[config.mk]
export PLATFORM = sky130hd
export DESIGN_NAME = ssw_serializer_flat
export DESIGN_NICKNAME = d
export VERILOG_FILES = /design/src/ssw_pkg.sv /design/src/ssw_if.sv /design/src/ssw_serializer.sv /design/src/flat_wrapper.sv
export SDC_FILE = /design/constraint.sdc
export NUM_CORES = 1
export LEC_CHECK = 0
export ABC_AREA = 0
export BUFFER_PORTS_ARGS = -buffer_cell sky130_fd_sc_hd__buf_4
export CAP_MARGIN = 20
export CORE_MARGIN = 1
export CORE_UTILIZATION = 40
export DETAILED_ROUTE_END_ITERATION = 8
export PLACE_DENSITY = 0.77
export SETUP_SLACK_MARGIN = 0.1
export SYNTH_ARGS = -nofsm -noshare
export SYNTH_HDL_FRONTEND = slang
export SYNTH_SLANG_ARGS = --single-unit
[constraint.sdc]
create_clock -name clock -period 7.4 [get_ports clock]
set_input_delay 1.11 -clock clock [delete_from_list [all_inputs] [get_ports clock]]
set_output_delay 1.11 -clock clock [all_outputs]
set_load 0.02 [all_outputs]
[src/ssw_pkg.sv]
// shared types, constants and the exp table function for the splat weight block
`default_nettype none

package ssw_pkg;

   localparam int CSR_IDX_W  = 2;
   localparam int CSR_DATA_W = 15;

   localparam logic [CSR_IDX_W-1:0] CSR_SCALE_FACTOR  = 2'd0;
   localparam logic [CSR_IDX_W-1:0] CSR_WEIGHTED_MODE = 2'd1;
   localparam logic [CSR_IDX_W-1:0] CSR_OUT_WIDTH     = 2'd2;
   localparam logic [CSR_IDX_W-1:0] CSR_OUT_HEIGHT    = 2'd3;

   localparam logic [3:0]  SCALE_RESET  = 4'd2;
   localparam logic        MODE_RESET   = 1'b1;
   localparam logic [14:0] WIDTH_RESET  = 15'd8192;
   localparam logic [14:0] HEIGHT_RESET = 15'd6144;
   localparam logic [14:0] GRID_LIMIT   = 15'd16384;

   localparam logic [8:0]  CONF_ONE     = 9'd256;
   localparam logic [16:0] WEIGHT_FLOOR = 17'd655;
   localparam logic [63:0] ONE_Q30      = 64'd1 << 30;

   typedef struct packed {
      logic [7:0] red;
      logic [7:0] green;
      logic [7:0] blue;
   } color_type;

   typedef struct packed {
      logic [11:0]        pixel_x;
      logic [11:0]        pixel_y;
      color_type          color;
      logic signed [13:0] motion_dx;
      logic signed [13:0] motion_dy;
      logic [8:0]         confidence;
   } req_type;

   typedef struct packed {
      logic [3:0]  scale;
      logic [14:0] wlim;
      logic [14:0] hlim;
   } cfg_type;

   // corner k: column select k[0], row select k[1]
   typedef struct packed {
      logic [3:0]       inb;
      logic [1:0][13:0] ox;
      logic [1:0][13:0] oy;
      logic [1:0][8:0]  ddx;
      logic [1:0][8:0]  ddy;
   } geo_type;

   typedef struct packed {
      logic [3:0]       inb;
      logic [1:0][13:0] ox;
      logic [1:0][13:0] oy;
      color_type        color;
      logic [8:0]       conf;
   } carry_type;

   typedef struct packed {
      logic [3:0]       keep;
      logic [3:0][16:0] weight;
      logic [1:0][13:0] ox;
      logic [1:0][13:0] oy;
      color_type        color;
   } splat_type;

   // exp(-x) in Q1.16 from x in Q.30: taylor series of exp(-x/8), squared three times
   function automatic logic [16:0] exp_q16(input logic [63:0] x);
      logic [63:0]        y;
      logic [63:0]        term;
      logic [63:0]        s;
      logic signed [63:0] sum;
      y    = x >> 3;
      term = ONE_Q30;
      sum  = signed'(ONE_Q30);
      term = ((term * y) >> 30) / 64'd1;  sum = sum - signed'(term);
      term = ((term * y) >> 30) / 64'd2;  sum = sum + signed'(term);
      term = ((term * y) >> 30) / 64'd3;  sum = sum - signed'(term);
      term = ((term * y) >> 30) / 64'd4;  sum = sum + signed'(term);
      term = ((term * y) >> 30) / 64'd5;  sum = sum - signed'(term);
      term = ((term * y) >> 30) / 64'd6;  sum = sum + signed'(term);
      term = ((term * y) >> 30) / 64'd7;  sum = sum - signed'(term);
      term = ((term * y) >> 30) / 64'd8;  sum = sum + signed'(term);
      term = ((term * y) >> 30) / 64'd9;  sum = sum - signed'(term);
      term = ((term * y) >> 30) / 64'd10; sum = sum + signed'(term);
      s = (sum > 64'sd0) ? unsigned'(sum) : 64'd0;
      s = (s * s) >> 30;
      s = (s * s) >> 30;
      s = (s * s) >> 30;
      return 17'((s * 64'd65536 + (64'd1 << 29)) >> 30);
   endfunction

endpackage

`default_nettype wire

[src/ssw_if.sv]
// valid/ready channel interfaces for pixel requests and splat responses
`default_nettype none


interface ssw_rsp_if;
   logic        valid;
   logic        ready;
   logic [13:0] out_x;
   logic [13:0] out_y;
   logic [16:0] splat_weight;
   logic [7:0]  out_red;
   logic [7:0]  out_green;
   logic [7:0]  out_blue;
   logic        last_of_pixel;

   modport source (output valid, out_x, out_y, splat_weight, out_red, out_green, out_blue,
                   last_of_pixel, input ready);
   modport sink (input valid, out_x, out_y, splat_weight, out_red, out_green, out_blue,
                 last_of_pixel, output ready);
endinterface

`default_nettype wire

[src/ssw_serializer.sv]
// holds one pixel's kept corners, sends one transaction per cycle while ready
`default_nettype none

module ssw_serializer (
   input  wire logic               clock,
   input  wire logic               reset,
   input  wire logic               in_valid,
   input  wire ssw_pkg::splat_type  in_splat,
   output logic                    in_ready,
   ssw_rsp_if.source               rsp
);

   logic               hold_valid_ff;
   logic [3:0]         pend_ff;
   ssw_pkg::splat_type hold_ff;
   logic [3:0]         lowest;
   logic [3:0]         rest;
   logic [1:0]         sel;
   logic               pop;
   logic               last_pop;

   always_comb begin
      lowest = pend_ff & (~pend_ff + 4'd1);
      rest   = pend_ff & ~lowest;
      priority if (pend_ff[0]) sel = 2'd0;
      else if (pend_ff[1])     sel = 2'd1;
      else if (pend_ff[2])     sel = 2'd2;
      else                     sel = 2'd3;
      pop      = hold_valid_ff && rsp.ready;
      last_pop = pop && (rest == 4'b0000);
      in_ready = !hold_valid_ff || last_pop;
   end

   always_ff @(posedge clock) begin
      if (reset) begin
         hold_valid_ff <= 1'b0;
      end else if (in_ready) begin
         // a pixel with no kept corner is dropped here
         hold_valid_ff <= in_valid && (in_splat.keep != 4'b0000);
      end
      if (in_ready) begin
         pend_ff <= in_splat.keep;
         hold_ff <= in_splat;
      end else if (pop) begin
         pend_ff <= rest;
      end
   end

   assign rsp.valid         = hold_valid_ff;
   assign rsp.out_x         = hold_ff.ox[sel[0]];
   assign rsp.out_y         = hold_ff.oy[sel[1]];
   assign rsp.splat_weight  = hold_ff.weight[sel];
   assign rsp.out_red       = hold_ff.color.red;
   assign rsp.out_green     = hold_ff.color.green;
   assign rsp.out_blue      = hold_ff.color.blue;
   assign rsp.last_of_pixel = (rest == 4'b0000);

   a_hold_has_work: assert property (@(posedge clock) disable iff (reset)
      hold_valid_ff |-> (pend_ff != 4'b0000))
      else $error("holding register valid with no pending corner");

   a_more_follow: assert property (@(posedge clock) disable iff (reset)
      (rsp.valid && rsp.ready && !rsp.last_of_pixel) |=> rsp.valid)
      else $error("pixel ended without a last transaction");

   a_one_per_pop: assert property (@(posedge clock) disable iff (reset)
      (rsp.valid && rsp.ready && !rsp.last_of_pixel)
         |=> ($countones(pend_ff) == $past($countones(pend_ff)) - 1))
      else $error("pending corner count did not drop by one");

endmodule

`default_nettype wire

[src/flat_wrapper.sv]
// flat-port wrapper written by rule: the top's interface ports become plain ports
module ssw_serializer_flat 
  (clock, reset, in_valid, in_splat, in_ready, rsp_valid, rsp_out_x, rsp_out_y, rsp_splat_weight, rsp_out_red, rsp_out_green, rsp_out_blue, rsp_last_of_pixel, rsp_ready);
  ssw_rsp_if rsp_i ();
  input  wire logic clock;
  input  wire logic reset;
  input  wire logic in_valid;
  input  wire ssw_pkg::splat_type in_splat;
  output logic in_ready;
  output wire logic [$bits(rsp_i.valid)-1:0] rsp_valid;
  output wire logic [$bits(rsp_i.out_x)-1:0] rsp_out_x;
  output wire logic [$bits(rsp_i.out_y)-1:0] rsp_out_y;
  output wire logic [$bits(rsp_i.splat_weight)-1:0] rsp_splat_weight;
  output wire logic [$bits(rsp_i.out_red)-1:0] rsp_out_red;
  output wire logic [$bits(rsp_i.out_green)-1:0] rsp_out_green;
  output wire logic [$bits(rsp_i.out_blue)-1:0] rsp_out_blue;
  output wire logic [$bits(rsp_i.last_of_pixel)-1:0] rsp_last_of_pixel;
  input wire logic [$bits(rsp_i.ready)-1:0] rsp_ready;
  assign rsp_valid = rsp_i.valid;
  assign rsp_out_x = rsp_i.out_x;
  assign rsp_out_y = rsp_i.out_y;
  assign rsp_splat_weight = rsp_i.splat_weight;
  assign rsp_out_red = rsp_i.out_red;
  assign rsp_out_green = rsp_i.out_green;
  assign rsp_out_blue = rsp_i.out_blue;
  assign rsp_last_of_pixel = rsp_i.last_of_pixel;
  assign rsp_i.ready = rsp_ready;
  ssw_serializer u_core (.clock(clock), .reset(reset), .in_valid(in_valid), .in_splat(in_splat), .in_ready(in_ready), .rsp(rsp_i));
endmodule
==> impl_summary.md <==
Status
The run finished with clean final reports.

Clock network
The clock network latency to the later pin of the worst-skew pair is 0.42 ns. TritonCTS built the clock tree. After clock tree synthesis, the clock-pin slew on the worst setup and hold paths is 0.06 ns. The master cell of the clock root buffer is clkbuf_16. Hold repair after CTS inserted 0 buffers. The clock drives 153 sinks. The number of buffers created by CTS is 17. The count of instances resized after the clock tree is built is 0. The H-tree was split into 4 levels. In this run the post-CTS setup repair buffer count came out at 0. The longest clock path from root to sink contains 2 buffers.

Layout
At the end of the flow the core is filled with cells to 58.1%. The fraction of final layout cells with drive strength greater than 1 is 53.2%. For this run, the post-layout net count is 692.

The area growth from synthesis to layout is 40.5%. The repair_antennas step left the layout with diodes totalling 0. Excluding fillers, the count of instances in the completed layout stands at 729. The summed area of non-filler cells in the final layout is 8120 um2.

Placement
Before CTS, the worst setup slack after placement is 3.68 ns. The number of placed instances with taps included is 697. In this run the tool buffered the top-level ports with 227 buffer cells.

The congestion estimate from routability-driven global placement came to 0.714. The post-placement cell area is 7500 um2. After legalization and detailed placement, the total HPWL measured 8490 um.

Logic synthesis
Sequential elements use 79.3% of the synthesized area. After technology mapping, the gate count stands at 322. After synthesis the cells add up to 5780 um2. The dominant cell type by area after synthesis is edfxtp_1. During synthesis, Yosys emitted a total of 0 warnings.

The number of synthesized flops with an enable pin is 152. The area share of the largest cell type after synthesis is 79.0%. The post-synthesis sequential element count is 153. In this run the mean area of a mapped cell was 18.0 um2. The number of distinct standard cells referenced by the synthesized netlist is 24.

The most instantiated flip-flop cell in the synthesis netlist is edfxtp_1. The share of synthesized flip-flops with an asynchronous set or reset is 0%. By area the synthesized netlist is led by edfxtp_1 (79%), mux2_2 (5.5%), buf_4 (3.5%). The number of nets handed over by synthesis was 478.

Timing
At the pin with the least slew margin, the transition time is 0.973 ns. The post-route setup TNS is 0 ns. The count of endpoints failing hold in the final timing report is 0. The setup slack after layout is 3.36 ns.

The final-report max-slew violation count is 0. The worst pin sits at a relative slew slack of 35.1%. On the final layout, the worst clock skew is 0.00970 ns.

For this run, the top clock speed supported by timing is 0.248 GHz. The worst hold slack across all endpoints is 0.677 ns. The total setup violations reported at the end of the flow is 0. In the finished design, the share of the clock period the worst path needs comes to 54.5%. The final critical path time including I/O delays and setup is 4.04 ns. Setup repair after global routing left no endpoint under its margin.

GRT
In the global route stage, overall resource usage came out at 16.5%. The maximum number of pins on one net before global-route repair is 79. The number of global-route vias before repair came to 3568. The first global-routing pass estimated 18000 um of wire.

The number of antenna violations at the first check in global routing came to 0. Summed over all layers, the global routing overflow is 0.

Floorplan
After floorplanning, the core was divided into 43 placement rows. The full die area is 14900 um2. The initial utilization of the core area, before any placement, comes to 41.3%.

After floorplanning, the core was sized to cover 14000 um2. The die span in x is 122 um. The height of the die is 122 um. 228 I/O pins were placed.

Routing
For this run, design rule violations remaining after detail routing come to 0. The detailed router finished its first iteration with 216 violations. The final routed wire length divided by cell count is 16.8 um. The count of nets left with antenna violations once routing finished came out at 0. The wire length after detailed routing is 12200 um. The number of vias per cell is 4.80. The detailed-router iteration count before antenna repair is 4. The via count of the routed design is 3500.

Setup path
Data on the critical path is required at its endpoint by 6.29 ns. The signal arrival time at the worst endpoint is 2.93 ns. The startpoint identified for the worst register-to-register timing path is u_core.pend_ff[0]. The launch point of the critical path is u_core.pend_ff[1]. The kind of start point of the critical path is a flip-flop. The top fanout value on the critical path is 40. The path type of the worst setup path is reg -> out. The worst setup path is captured at an output pin.

Min path
The startpoint of the lowest-slack hold path is u_core.pend_ff[3]. The path class of the lowest-slack min-delay path is reg -> reg.

Power and ir drop
For this design the ratio of total power to cell area is 320 nW/um2. Cell internal power was estimated by the tool at 1.93 mW. The net switching power is 668 uW. The analysis attributes to cell leakage a power of 3.42 nW. The combinational cell fraction of total power is 21.5%. The fraction of power spent switching nets is 25.7%. The sequential fraction of design power is 44.0%. Summing internal, switching and leakage power gives 2.60 mW. The worst-case IR drop observed on VDD is 0.231 mV.

The clock network power share is 34.6%.

Run
The total of max-cap violations is 0.
[flip-flops by register name (all words and copies together), names as in the netlist]
signal and cells:
u_core.hold_ff 124, u_core.pend_ff 4, u_core.rsp.out_blue 8, u_core.rsp.out_green 8, u_core.rsp.out_red 8, u_core.rsp.valid 1
[critical path: stages (launching register included)]
cell	delay [ns]
edfxtp_1	0.36
buf_4	0.27
nor2_2	0.74
nand2_1	0.67
a2bb2oi_1	0.31
buf_4	0.16
[power by group through the flow]
stage / Sequential [mW] / Combinational (mW) / Clock (mW)
2_1_floorplan: 1.17 / 0.336 / 0
3_3_place_gp: 1.16 / 0.551 / 0
3_5_place_dp: 1.16 / 0.563 / 0
4_1_cts: 1.14 / 0.567 / 0.917
5_1_grt: 1.15 / 0.596 / 0.951
6_report: 1.14 / 0.558 / 0.899
[cell usage in the layout (no fill, tap or decap), drive strengths merged, types with 4 or more instances in the layout]
cell,netlist,final
clkinv,0,5
buf,32,232
edfxtp,152,152
a2bb2oi,17,17
nor3,18,18
a211o,17,17
mux2,28,28
clkbuf,5,21
bufinv,0,4
inv,18,19
nand2,20,20
[final timing paths]
kind | to | slack (ns) | cells past startpoint
setup reg to reg | u_core.hold_ff[57] | 4.09 | 5
hold reg to reg | u_core.pend_ff[3] | 0.68 | 1
hold / removal | u_core.pend_ff[3] | 0.68 | 1
setup / recovery | rsp_splat_weight[11] | 3.36 | 5
[cell usage after synthesis (2+ instances only)]
| cell type | n |
|---|---|
| edfxtp_1 | 152 |
| mux2_2 | 28 |
| buf_4 | 27 |
| nand2_1 | 20 |
| inv_1 | 18 |
| nor3_1 | 18 |
| a211o_1 | 17 |
| a2bb2oi_1 | 17 |
| buf_2 | 5 |
| clkbuf_1 | 5 |
| a32o_1 | 2 |
[layout make-up]
cell class | instances | area (um2)
Tap cell | 180 | 225
Clock buffer | 21 | 450
Timing Repair Buffer | 232 | 1740
Sequential cell | 153 | 4580
Inverter | 18 | 67.6
Fill cell | 1104 | 5870
Clock inverter | 11 | 169
Multi-Input combinational cell | 114 | 883
[logic make-up (layout without fill, tap and decap cells)]
kind of cell    count (synthesis)  count (layout)  synth area share (%)
flops                         153             153                  79.3
buf+inv                        55             282                  5.43
compound gates                 43              43                  6.45
simple gates                   43              43                  3.36
mux                            28              28                  5.45
[routing by layer]
layer	global-route usage (%)	wire length (um)	part of all wire (%)
met1	17.5	4550	37
met2	28.1	6260	51
met3	7.99	1240	10
met4	6.78	200	1.6
met5	0	0	0
Note: power is estimated with default switching activity, not from simulation.
