<file path="src/ssw_pkg.sv">
// shared types, constants and the exp table function for the splat weight block
`default_nettype none

package ssw_pkg;

   localparam int CSR_IDX_W  = 2;
   localparam int CSR_DATA_W = 15;

   localparam logic [CSR_IDX_W-1:0] CSR_SCALE_FACTOR  = 2'd0;
   localparam logic [CSR_IDX_W-1:0] CSR_WEIGHTED_MODE = 2'd1;
   localparam logic [CSR_IDX_W-1:0] CSR_OUT_WIDTH     = 2'd2;
   localparam logic [CSR_IDX_W-1:0] CSR_OUT_HEIGHT    = 2'd3;

   localparam logic [3:0]  SCALE_RESET  = 4'd2;
   localparam logic        MODE_RESET   = 1'b1;
   localparam logic [14:0] WIDTH_RESET  = 15'd8192;
   localparam logic [14:0] HEIGHT_RESET = 15'd6144;
   localparam logic [14:0] GRID_LIMIT   = 15'd16384;

   localparam logic [8:0]  CONF_ONE     = 9'd256;
   localparam logic [16:0] WEIGHT_FLOOR = 17'd655;
   localparam logic [63:0] ONE_Q30      = 64'd1 << 30;

   typedef struct packed {
      logic [7:0] red;
      logic [7:0] green;
      logic [7:0] blue;
   } color_type;

   typedef struct packed {
      logic [11:0]        pixel_x;
      logic [11:0]        pixel_y;
      color_type          color;
      logic signed [13:0] motion_dx;
      logic signed [13:0] motion_dy;
      logic [8:0]         confidence;
   } req_type;

   typedef struct packed {
      logic [3:0]  scale;
      logic [14:0] wlim;
      logic [14:0] hlim;
   } cfg_type;

   // corner k: column select k[0], row select k[1]
   typedef struct packed {
      logic [3:0]       inb;
      logic [1:0][13:0] ox;
      logic [1:0][13:0] oy;
      logic [1:0][8:0]  ddx;
      logic [1:0][8:0]  ddy;
   } geo_type;

   typedef struct packed {
      logic [3:0]       inb;
      logic [1:0][13:0] ox;
      logic [1:0][13:0] oy;
      color_type        color;
      logic [8:0]       conf;
   } carry_type;

   typedef struct packed {
      logic [3:0]       keep;
      logic [3:0][16:0] weight;
      logic [1:0][13:0] ox;
      logic [1:0][13:0] oy;
      color_type        color;
   } splat_type;

   // exp(-x) in Q1.16 from x in Q.30: taylor series of exp(-x/8), squared three times
   function automatic logic [16:0] exp_q16(input logic [63:0] x);
      logic [63:0]        y;
      logic [63:0]        term;
      logic [63:0]        s;
      logic signed [63:0] sum;
      y    = x >> 3;
      term = ONE_Q30;
      sum  = signed'(ONE_Q30);
      term = ((term * y) >> 30) / 64'd1;  sum = sum - signed'(term);
      term = ((term * y) >> 30) / 64'd2;  sum = sum + signed'(term);
      term = ((term * y) >> 30) / 64'd3;  sum = sum - signed'(term);
      term = ((term * y) >> 30) / 64'd4;  sum = sum + signed'(term);
      term = ((term * y) >> 30) / 64'd5;  sum = sum - signed'(term);
      term = ((term * y) >> 30) / 64'd6;  sum = sum + signed'(term);
      term = ((term * y) >> 30) / 64'd7;  sum = sum - signed'(term);
      term = ((term * y) >> 30) / 64'd8;  sum = sum + signed'(term);
      term = ((term * y) >> 30) / 64'd9;  sum = sum - signed'(term);
      term = ((term * y) >> 30) / 64'd10; sum = sum + signed'(term);
      s = (sum > 64'sd0) ? unsigned'(sum) : 64'd0;
      s = (s * s) >> 30;
      s = (s * s) >> 30;
      s = (s * s) >> 30;
      return 17'((s * 64'd65536 + (64'd1 << 29)) >> 30);
   endfunction

endpackage

`default_nettype wire

</file>
<file path="src/ssw_position.sv">
// two stages: scaled grid position, then corner coordinates, distances and bounds
`default_nettype none

module ssw_position (
   input  wire logic            clock,
   input  wire logic            reset,
   input  wire logic            advance,
   input  wire logic            in_valid,
   input  wire ssw_pkg::req_type in_item,
   input  wire ssw_pkg::cfg_type cfg,
   output logic                 out_valid,
   output ssw_pkg::geo_type     out_geo,
   output ssw_pkg::color_type   out_color,
   output logic [8:0]           out_conf
);

   logic                      v1_ff;
   logic signed [26:0]        posx_ff, posx_in;
   logic signed [26:0]        posy_ff, posy_in;
   ssw_pkg::color_type        color1_ff;
   logic [8:0]                conf1_ff, conf1_in;
   logic signed [21:0]        diffx, diffy;
   logic signed [4:0]         scale_s;

   logic                      v2_ff;
   ssw_pkg::geo_type          geo_ff, geo_in;
   ssw_pkg::color_type        color2_ff;
   logic [8:0]                conf2_ff;
   logic signed [18:0]        x0, y0;
   logic [1:0][18:0]          ox, oy;
   logic [1:0]                inbx, inby;

   always_comb begin
      diffx   = signed'({2'b00, in_item.pixel_x, 8'h00}) - 22'(in_item.motion_dx);
      diffy   = signed'({2'b00, in_item.pixel_y, 8'h00}) - 22'(in_item.motion_dy);
      scale_s = signed'({1'b0, cfg.scale});
      posx_in = 27'(diffx) * 27'(scale_s);
      posy_in = 27'(diffy) * 27'(scale_s);
      conf1_in = (in_item.confidence > ssw_pkg::CONF_ONE) ? ssw_pkg::CONF_ONE
                                                          : in_item.confidence;
   end

   // arithmetic shift of a Q.8 value is floor toward minus infinity
   always_comb begin
      x0 = posx_ff[26:8];
      y0 = posy_ff[26:8];
      ox[0] = x0;
      ox[1] = x0 + 19'sd1;
      oy[0] = y0;
      oy[1] = y0 + 19'sd1;
      for (int n = 0; n < 2; n++) begin
         inbx[n] = !ox[n][18] && (ox[n] < signed'({4'b0000, cfg.wlim}));
         inby[n] = !oy[n][18] && (oy[n] < signed'({4'b0000, cfg.hlim}));
         geo_in.ox[n] = ox[n][13:0];
         geo_in.oy[n] = oy[n][13:0];
      end
      for (int k = 0; k < 4; k++) begin
         geo_in.inb[k] = inbx[k % 2] && inby[k / 2];
      end
      geo_in.ddx[0] = {1'b0, posx_ff[7:0]};
      geo_in.ddx[1] = 9'd256 - {1'b0, posx_ff[7:0]};
      geo_in.ddy[0] = {1'b0, posy_ff[7:0]};
      geo_in.ddy[1] = 9'd256 - {1'b0, posy_ff[7:0]};
   end

   always_ff @(posedge clock) begin
      if (reset) begin
         v1_ff <= 1'b0;
         v2_ff <= 1'b0;
      end else if (advance) begin
         v1_ff <= in_valid;
         v2_ff <= v1_ff;
      end
      if (advance) begin
         posx_ff   <= posx_in;
         posy_ff   <= posy_in;
         color1_ff <= in_item.color;
         conf1_ff  <= conf1_in;
         geo_ff    <= geo_in;
         color2_ff <= color1_ff;
         conf2_ff  <= conf1_ff;
      end
   end

   assign out_valid = v2_ff;
   assign out_geo   = geo_ff;
   assign out_color = color2_ff;
   assign out_conf  = conf2_ff;

endmodule

`default_nettype wire

</file>
<file path="config.mk">
export PLATFORM = sky130hd
export DESIGN_NAME = ssw_position
export DESIGN_NICKNAME = d
export VERILOG_FILES = /design/src/ssw_pkg.sv /design/src/ssw_position.sv
export SDC_FILE = /design/constraint.sdc
export NUM_CORES = 1
export LEC_CHECK = 0
export ABC_AREA = 1
export BUFFER_PORTS_ARGS = -buffer_cell sky130_fd_sc_hd__buf_2
export CORE_AREA = 2 2 208 210
export CTS_CLUSTER_DIAMETER = 40
export DETAILED_ROUTE_END_ITERATION = 8
export DIE_AREA = 0 0 210 212
export PLACE_DENSITY = 0.67
export SETUP_SLACK_MARGIN = 0.05
export SYNTH_ARGS = -nofsm -noshare
export SYNTH_HDL_FRONTEND = slang
export SYNTH_SLANG_ARGS = --single-unit
</file>
<file path="constraint.sdc">
create_clock -name clock -period 10.1 [get_ports clock]
set_input_delay 1.01 -clock clock [delete_from_list [all_inputs] [get_ports clock]]
set_output_delay 1.01 -clock clock [all_outputs]
set_load 0.005 [all_outputs]
</file>
==> results of run 1 <==
[layout make-up]
cell class	instances	area share (%)
Clock buffer	33	3.38
Clock inverter	15	0.896
Inverter	416	7.55
Multi-Input combinational cell	1401	47.6
Sequential cell	214	31.0
Tap cell	546	3.30
Timing Repair Buffer	256	6.31
[worst paths after layout]
kind           startpoint            to  slack [ns]
max reg2reg    posy_ff[8]   out_geo[95]        7.18
min          color1_ff[7]  out_color[7]        0.42
min reg2reg  color1_ff[7]  out_color[7]        0.42
max           in_item[22]   posy_ff[26]        4.55
[state kept, by name, summed over array words and instances, names as in the netlist]
name       flops
out_geo       92
v1_ff          1
posy_ff       27
out_valid      1
out_conf       9
out_color     24
color1_ff     24
posx_ff       27
conf1_ff       9
[cells in the mapped netlist, drive strengths merged]
library cell,number,area (um2)
o31ai,2,15.0
nand2,346,1320
a31oi,5,31.3
nor4,7,58.8
nand4,29,181
inv,416,1560
a2111oi,2,17.5
clkbuf,15,56.3
xnor2,38,333
or2,13,81.3
nand3,113,593
o21a,2,15.0
dfxtp,2,40.0
a211oi,4,30.0
a21oi,106,538
edfxtp,212,6370
and2,2,12.5
nand3b,4,33.8
buf,7,42.5
nor2,263,1060
nor3,35,195
o21bai,14,116
nand2b,1,6.26
o221ai,1,8.76
o211ai,1,7.51
o21ai,47,250
conb,1,3.75
xor2,71,637
fa,90,1800
ha,192,2400
a21boi,1,7.51
a21o,10,75.1
[power groups by stage]
stage / registers [mW] / logic [mW] / clock network, mW
CTS: 1.53 / 2.20 / 0.956
detailed placement: 1.55 / 2.18 / 0
floorplan: 1.48 / 1.54 / 0
global placement: 1.54 / 2.15 / 0
global route: 1.56 / 2.53 / 0.982
finish: 1.53 / 2.18 / 0.928
[logic make-up (layout without fill, tap and decap cells)]
family	Yosys count	count (layout)	share of synthesized area (%)
simple gates	813	813	19.8
buf+inv	438	720	9.28
fa+ha+maj	282	282	23.5
flops	214	214	35.8
compound gates	195	195	6.22
xor+xnor	109	109	5.42
other cells	1	2	0.0210
[routing by layer]
metal	vias up	routed length, um	track usage, %
met5	-	0	0
met4	0	1050	5.60
met3	58	1910	1.80
met2	379	19300	32.3
met1	6490	20400	26.3
li1	7144	-	-
==> metrics.md, run 1 <==
| Metric | Value |
|---|---|
| Startpoint Class | `input port` |
| DR vias | `roughly 14,000` |
| Slowest stage delay, CP | `0.55 ns` |
| Sw Share | `41.5%` |
| Die Y | `212 um` |
| Status | `finished, final reports clean` |
| DP Wirelength | `35,900 um` |
| Peak VDD IR | `about 0.00013 V` |
| Seq pwr share | `32.9%` |
| Largest net degree at the start of global routing | `86` |
| Area of the multi-input gates | `~9800 um2` |
| Critical path arrival | `5.83 ns` |
| Cell mode on critical path | `inv_1` |
| Placed insts | `2,833` |
| Final count of hold timing violations | `0` |
| Post-Place Worst Slack | `4.04 ns` |
| Drt total wl | `42,700 um` |
| Total CTS buffers | `26` |
| Sinks on Clock Net | `214` |
| Most common cell after layout, fill and taps aside | `inv_1` |
| WP depth | `23` |
| Gr usage total | `19.1%` |
| Slowest stage cell, crit path | `fa_1` |
| Post-synthesis instance total | `2,052` |
| Clock group share of total power | `20.0%` |
| Post-synth cell types | `50` |
| YS warnings | `0` |
| Final setup margin | `around 4.5 ns` |
| FF+latch count, synth | `214` |
| Antenna viol nets, final | `0` |
| CTS clk-pin slew, worst paths | `0.06 ns` |
| Worst Max-Slew Pin Slew | `1.06 ns` |
| Root buf cell | `clkbuf_16` |
| First-pass GRT wire length | `69,900 um` |
| TritonRoute pass-1 iters | `5` |
| CP bufs+invs | `5` |
| FP Rows | `76` |
| Post-Syn Area per Cell | `between 8 and 9 um2` |
| Fillers | `4,025` |
| Avg WL per Cell | `14.8 um` |
| Setup Skew | `0.0220 ns` |
| WS Path Type | `in -> reg` |
| Crit. End Element | `flop` |
| Setup violators final | `0` |
| Int Power | `2.71 mW` |
| Final period utilization | `55.0%` |
| P per Cell Area | `224 nW/um2` |
| Final Critical Period | `approximately 5.6 ns` |
| GR Overflow Total | `0` |
| Initial Utilization | `a little over two fifths` |
| Nets@finish | `around 2,700` |
| CTS tree | `yes` |
| Hold Slack | `0.419 ns` |
| Synthesis-to-finish area growth | `15.5%` |
| Combinational group share of total power | `47.1%` |
| Via density | `4.88` |
| Post-DP Area | `roughly 20,000 um2` |
| Tightest Hold Check Type | `reg -> reg` |
| Total negative slack | `0 ns` |
| Initial DRC count | `851` |
| Die ar. | `about 45,000 um2` |
| Slew Limit Fails | `0` |
| Most frequent cells in the layout | `398 x inv_1, 337 x nand2_1, 249 x buf_2, 243 x nor2_1, 212 x edfxtp_1` |
| Io pins | `253` |
| MaxCap Viol Count | `0` |
| Die X | `210 um` |
| CP top delay family | `adder cells` |
| PortBufs | `between 200 and 300` |
| Post-route insts no fill | `around 2,900` |
| Hold Path Stages | `0` |
| Slew HR | `29.5%` |
| Maximum clock insertion buffer count | `3` |
| F_max | `180 MHz` |
| Placeable Area | `42,500 um2` |
| Data required, critical path | `between 10 and 15 ns` |
| Ant. Diodes | `0` |
| CP Max Fanout | `11` |
| R2R cell count | `16` |
| Post-CTS Setup Inserts | `0` |
| FF+latch area | `approximately 6400 um2` |
| Gpl congestion | `roughly 0.9` |
| Power Total | `4.64 mW` |
| Post-synthesis sequential area ratio | `35.8%` |
| H-tree Lvls | `1` |
| Post-route DRC | `0` |
| Vias in the first global route | `14,300` |
| P_leak | `10.3 nW` |
| Design area | `20,700 um2` |
| PostCTS Resize Cnt | `0` |
| Latest clock arrival within the worst-skew pair | `0.53 ns` |
| CTS Hold Bufs | `0` |
| P_sw | `1.93 mW` |
| Critical-path cell list | `buf_2 -> inv_1 -> ha_1 -> a21oi_1 -> o21ai_0 -> a21oi_1 -> nand3_1 -> xnor2_1 -> nor2_1 -> ha_1 -> fa_1 -> inv_1 -> fa_1 -> inv_1 -> ha_1 -> nand2_1 -> nor2_1 -> nand2_1 -> or2_2 -> nand3_1 -> inv_1 -> nand3_1 -> nand2_1` |
| Antenna violations before repair | `0` |
| Final core occ | `48.6%` |
| RSZ-0062 raised after global routing | `false` |
| Fraction of layout cells with a size suffix above 1 | `15.5%` |
| Synthesized cell area | `between 15,000 and 20,000 um2` |
No activity file was read; power rests on OpenSTA's default activity.
==> inputs of run 2 (changes only) <==
--- a/config.mk
+++ b/config.mk
@@ -5,13 +5,13 @@
 export SDC_FILE = /design/constraint.sdc
 export NUM_CORES = 1
 export LEC_CHECK = 0
-export ABC_AREA = 1
+export ABC_AREA = 0
 export BUFFER_PORTS_ARGS = -buffer_cell sky130_fd_sc_hd__buf_2
-export CORE_AREA = 2 2 208 210
+export CORE_AREA = 2 2 200 202
 export CTS_CLUSTER_DIAMETER = 40
 export DETAILED_ROUTE_END_ITERATION = 8
-export DIE_AREA = 0 0 210 212
-export PLACE_DENSITY = 0.67
+export DIE_AREA = 0 0 202 204
+export PLACE_DENSITY = 0.68
 export SETUP_SLACK_MARGIN = 0.05
 export SYNTH_ARGS = -nofsm -noshare
 export SYNTH_HDL_FRONTEND = slang
==> constraint.sdc (replaced) <==
create_clock -name clock -period 5.35 [get_ports clock]
set_input_delay 0.535 -clock clock [delete_from_list [all_inputs] [get_ports clock]]
set_output_delay 0.535 -clock clock [all_outputs]
set_load 0.005 [all_outputs]
==> metrics.md, run 2 <==
| Metric | Value |
|---|---|
| Slew Limit Fails | `0 (unchanged)` |
| MaxCap Viol Count | `0 (unchanged)` |
| Most common cell after layout, fill and taps aside | `buf_2` |
| Reg2reg setup slack | `2.40 ns (-4.78 ns)` |
| P_leak | `9.86 nW (-4.6%)` |
| CTS tree | `yes` |
| Io pins | `253 (unchanged)` |
| Number of flip-flops in the largest register | `92 (unchanged)` |
| Post-synthesis adder-cell area fraction | `25.2% (+1.8 points)` |
| Mux cell area share after synthesis | `0.120% (+0.12 points)` |
| Post-synthesis instance total | `1,556 (-24%)` |
| Die X | `202 um (-3.8%)` |
| Maximum clock insertion buffer count | `3 (unchanged)` |
| Largest net degree at the start of global routing | `161 (+87%)` |
| Ant. Diodes | `0 (unchanged)` |
| PostCTS Resize Cnt | `0 (unchanged)` |
| R2R cell count | `12 (-4)` |
| Initial DRC count | `485 (-43%)` |
| Root buf cell | `clkbuf_16` |
| Async S/R FF share, synth | `0% (unchanged)` |
| CP Max Fanout | `3 (-8)` |
| GR Overflow Total | `0 (unchanged)` |
| EDFF count, synth | `212 (unchanged)` |
| FP Rows | `73 (-3.9%)` |
| CP Launch Point | `in_item[25]` |
| FF+latch count, synth | `214 (unchanged)` |
| Gpl congestion | `0.877 (-5.1%)` |
| CTS clk-pin slew, worst paths | `0.06 ns (about the same)` |
| F_max | `about 200 MHz` |
| Final core occ | `52.4% (+3.8 points)` |
| Commonest cells in the netlist | `249 x inv_1, 212 x edfxtp_1, 192 x ha_1, 115 x and2_1, 90 x fa_1` |
| Tightest Hold Check Type | `in -> reg` |
| Drt total wl | `36,300 um (-15%)` |
| WS Path Type | `in -> reg` |
| Slew HR | `41.9% (+12 points)` |
| Post-synth cell types | `75 (+50%)` |
| Post-CTS Setup Inserts | `0 (unchanged)` |
| Largest area contributor in the netlist | `edfxtp_1` |
| FF-to-FF Start | `posx_ff[8]` |
| Final period utilization | `93.9%` |
| Initial Utilization | `42.5% (+0.39 points)` |
| Avg WL per Cell | `14.5 um (-2.2%)` |
| H-tree Lvls | `1 (unchanged)` |
| Fraction of layout cells with a size suffix above 1 | `24.2% (+8.6 points)` |
| PortBufs | `250 (unchanged)` |
| RSZ-0062 raised after global routing | `false` |
| FF-to-FF End | `out_geo[95]` |
| Post-route DRC | `0 (unchanged)` |
| Placed insts | `2,463 (-13%)` |
| YS warnings | `0 (unchanged)` |
| Vias in the first global route | `12,400 (-13%)` |
| Hold Slack | `0.199 ns (-0.220 ns)` |
| Most numerous cell in the Yosys netlist | `inv_1` |
| Setup violators final | `0 (unchanged)` |
| Peak VDD IR | `0.000238 V (+83%)` |
| Data required, critical path | `5.61 ns (-4.76 ns)` |
| Total CTS buffers | `23 (-12%)` |
| Post-synthesis sequential area ratio | `38.5% (+2.7 points)` |
| P per Cell Area | `422 nW/um2 (+88%)` |
| Antenna violations before repair | `1 (+1)` |
| Via density | `4.84 (-0.84%)` |
| Crit. End Element | `flop` |
| Placeable Area | `39,200 um2 (-7.8%)` |
| DR vias | `12,100 (-14%)` |
| Most used DFF post-synth | `edfxtp_1` |
| Simple-gate area share of the yosys netlist | `13.4% (-6.4 points)` |
| TritonRoute pass-1 iters | `4 (-1)` |
| Sinks on Clock Net | `214 (unchanged)` |
| Post-Syn Area per Cell | `10.7 um2 (+23%)` |
| Synthesized cell area | `16,700 um2 (-7.0%)` |
| Status | `finished, final reports clean` |
| Synth Area in Compound Gates | `10.2% (+4.0 points)` |
| Worst Max-Slew Pin Slew | `0.872 ns (-0.185 ns)` |
| Post-route insts no fill | `2,501 (-13%)` |
| Top post-synthesis cells by area | `edfxtp_1 38%, ha_1 14%, fa_1 11%, inv_1 5.6%, xnor2_1 4.6%` |
| Worst setup path endpoint | `posx_ff[25]` |
| Synthesis-to-finish area growth | `23.3%` |
| Critical path arrival | `5.28 ns (-0.55 ns)` |
| Die ar. | `41,200 um2 (-7.4%)` |
| Post-synth top area share | `38.2% (+2.7 points)` |
| Gr usage total | `17.6% (-1.5 points)` |
| Antenna viol nets, final | `0 (unchanged)` |
| Startpoint Class | `input port` |
| Final Critical Period | `5.02 ns` |
| Final count of hold timing violations | `0 (unchanged)` |
| Largest family of logic cells by synthesized area | `adder cells` |
| Latest clock arrival within the worst-skew pair | `0.50 ns (-0.03 ns)` |
| Post-Synth XOR/XNOR Area | `6.46% (+1.0 points)` |
| Most frequent cells in the layout | `249 x buf_2, 248 x inv_1, 212 x edfxtp_1, 187 x ha_1, 149 x buf_4` |
| First-pass GRT wire length | `60,400 um (-14%)` |
| CTS Hold Bufs | `0 (unchanged)` |
| Nets@finish | `2,368 (-13%)` |
| DP Wirelength | `30,000 um (-16%)` |
| Setup Skew | `0.0148 ns (-0.00725 ns)` |
| Die Y | `204 um (-3.8%)` |
-- run 2: where the power goes --
part / internal (mW) / leakage, nW / switching [mW]
logic: 2.11 / 7.41 / 2.19
registers: 2.51 / 2.09 / 0.339
clock network: 0.867 / 0.355 / 0.639
-- run 2: logic make-up after synthesis --
| family | count (synthesis) |
|---|---|
| and+or+nand+nor | 416 |
| adders and majority gates | 282 |
| buffers and inverters | 269 |
| AOI/OAI and AO/OA | 250 |
| DFF | 214 |
| xor gates and xnor gates | 122 |
| muxes | 2 |
| other | 1 |
-- run 2: metrics by stage --
step	total power, mW	setup TNS (ns)	setup slack, ns	cell area [um2]
global placement	7.02	-1.09	-0.213	19700
floorplan	5.55	0	0.0316	16800
finish	8.66	0	0.328	20500
detailed placement	7.14	-1.82	-0.295	19700
global route	9.43	0	0.0436	20500
CTS	8.70	0	0.236	20500
-- run 2: layout make-up --
cell class,instances,area [um2]
clock buffers,27,601
clock inverters,11,123
fillers,3431,18700
inverters,250,942
multi-input cells,1074,9410
flip-flops and latches,214,6410
well taps,525,657
repair buffers,400,2400
-- run 2: worst min-delay path by stage --
stage | startpoint | end | slack (ns) | depth (start not counted)
finish | reset | v1_ff | 0.20 | 2
global route | in_item[44] | color1_ff[7] | 0.19 | 1
CTS | reset | v1_ff | 0.18 | 2
detailed placement | conf1_ff[8] | out_conf[8] | 0.40 | 0
global placement | color1_ff[23] | out_color[23] | 0.40 | 0
floorplan | color1_ff[0] | out_color[0] | 0.40 | 0
-- run 2: per-layer routing --
| metal | share of wire (%) | vias up | GRT usage (%) |
|---|---|---|---|
| li1 | - | 6148 | - |
| met1 | 50 | 5682 | 25.2 |
| met2 | 45 | 246 | 29.4 |
| met3 | 3.8 | 35 | 1.45 |
| met4 | 1.5 | 2 | 3.86 |
| met5 | 0.036 | - | 0 |
-- run 2: worst max-delay path: stages --
cell and delay [ns]:
buf_2 0.11, or4_4 0.55, nor2_4 0.14, nand4_2 0.15, a31oi_4 0.21, xor2_2 0.18
and2_1 0.15, ha_1 0.24, fa_1 0.53, inv_1 0.05, fa_1 0.54, inv_1 0.05
ha_1 0.30, a21o_1 0.16, a21o_1 0.22, a2111oi_4 0.31, nor3_2 0.11, a41o_1 0.26
a211o_1 0.28, a21oi_2 0.15, xnor2_1 0.07
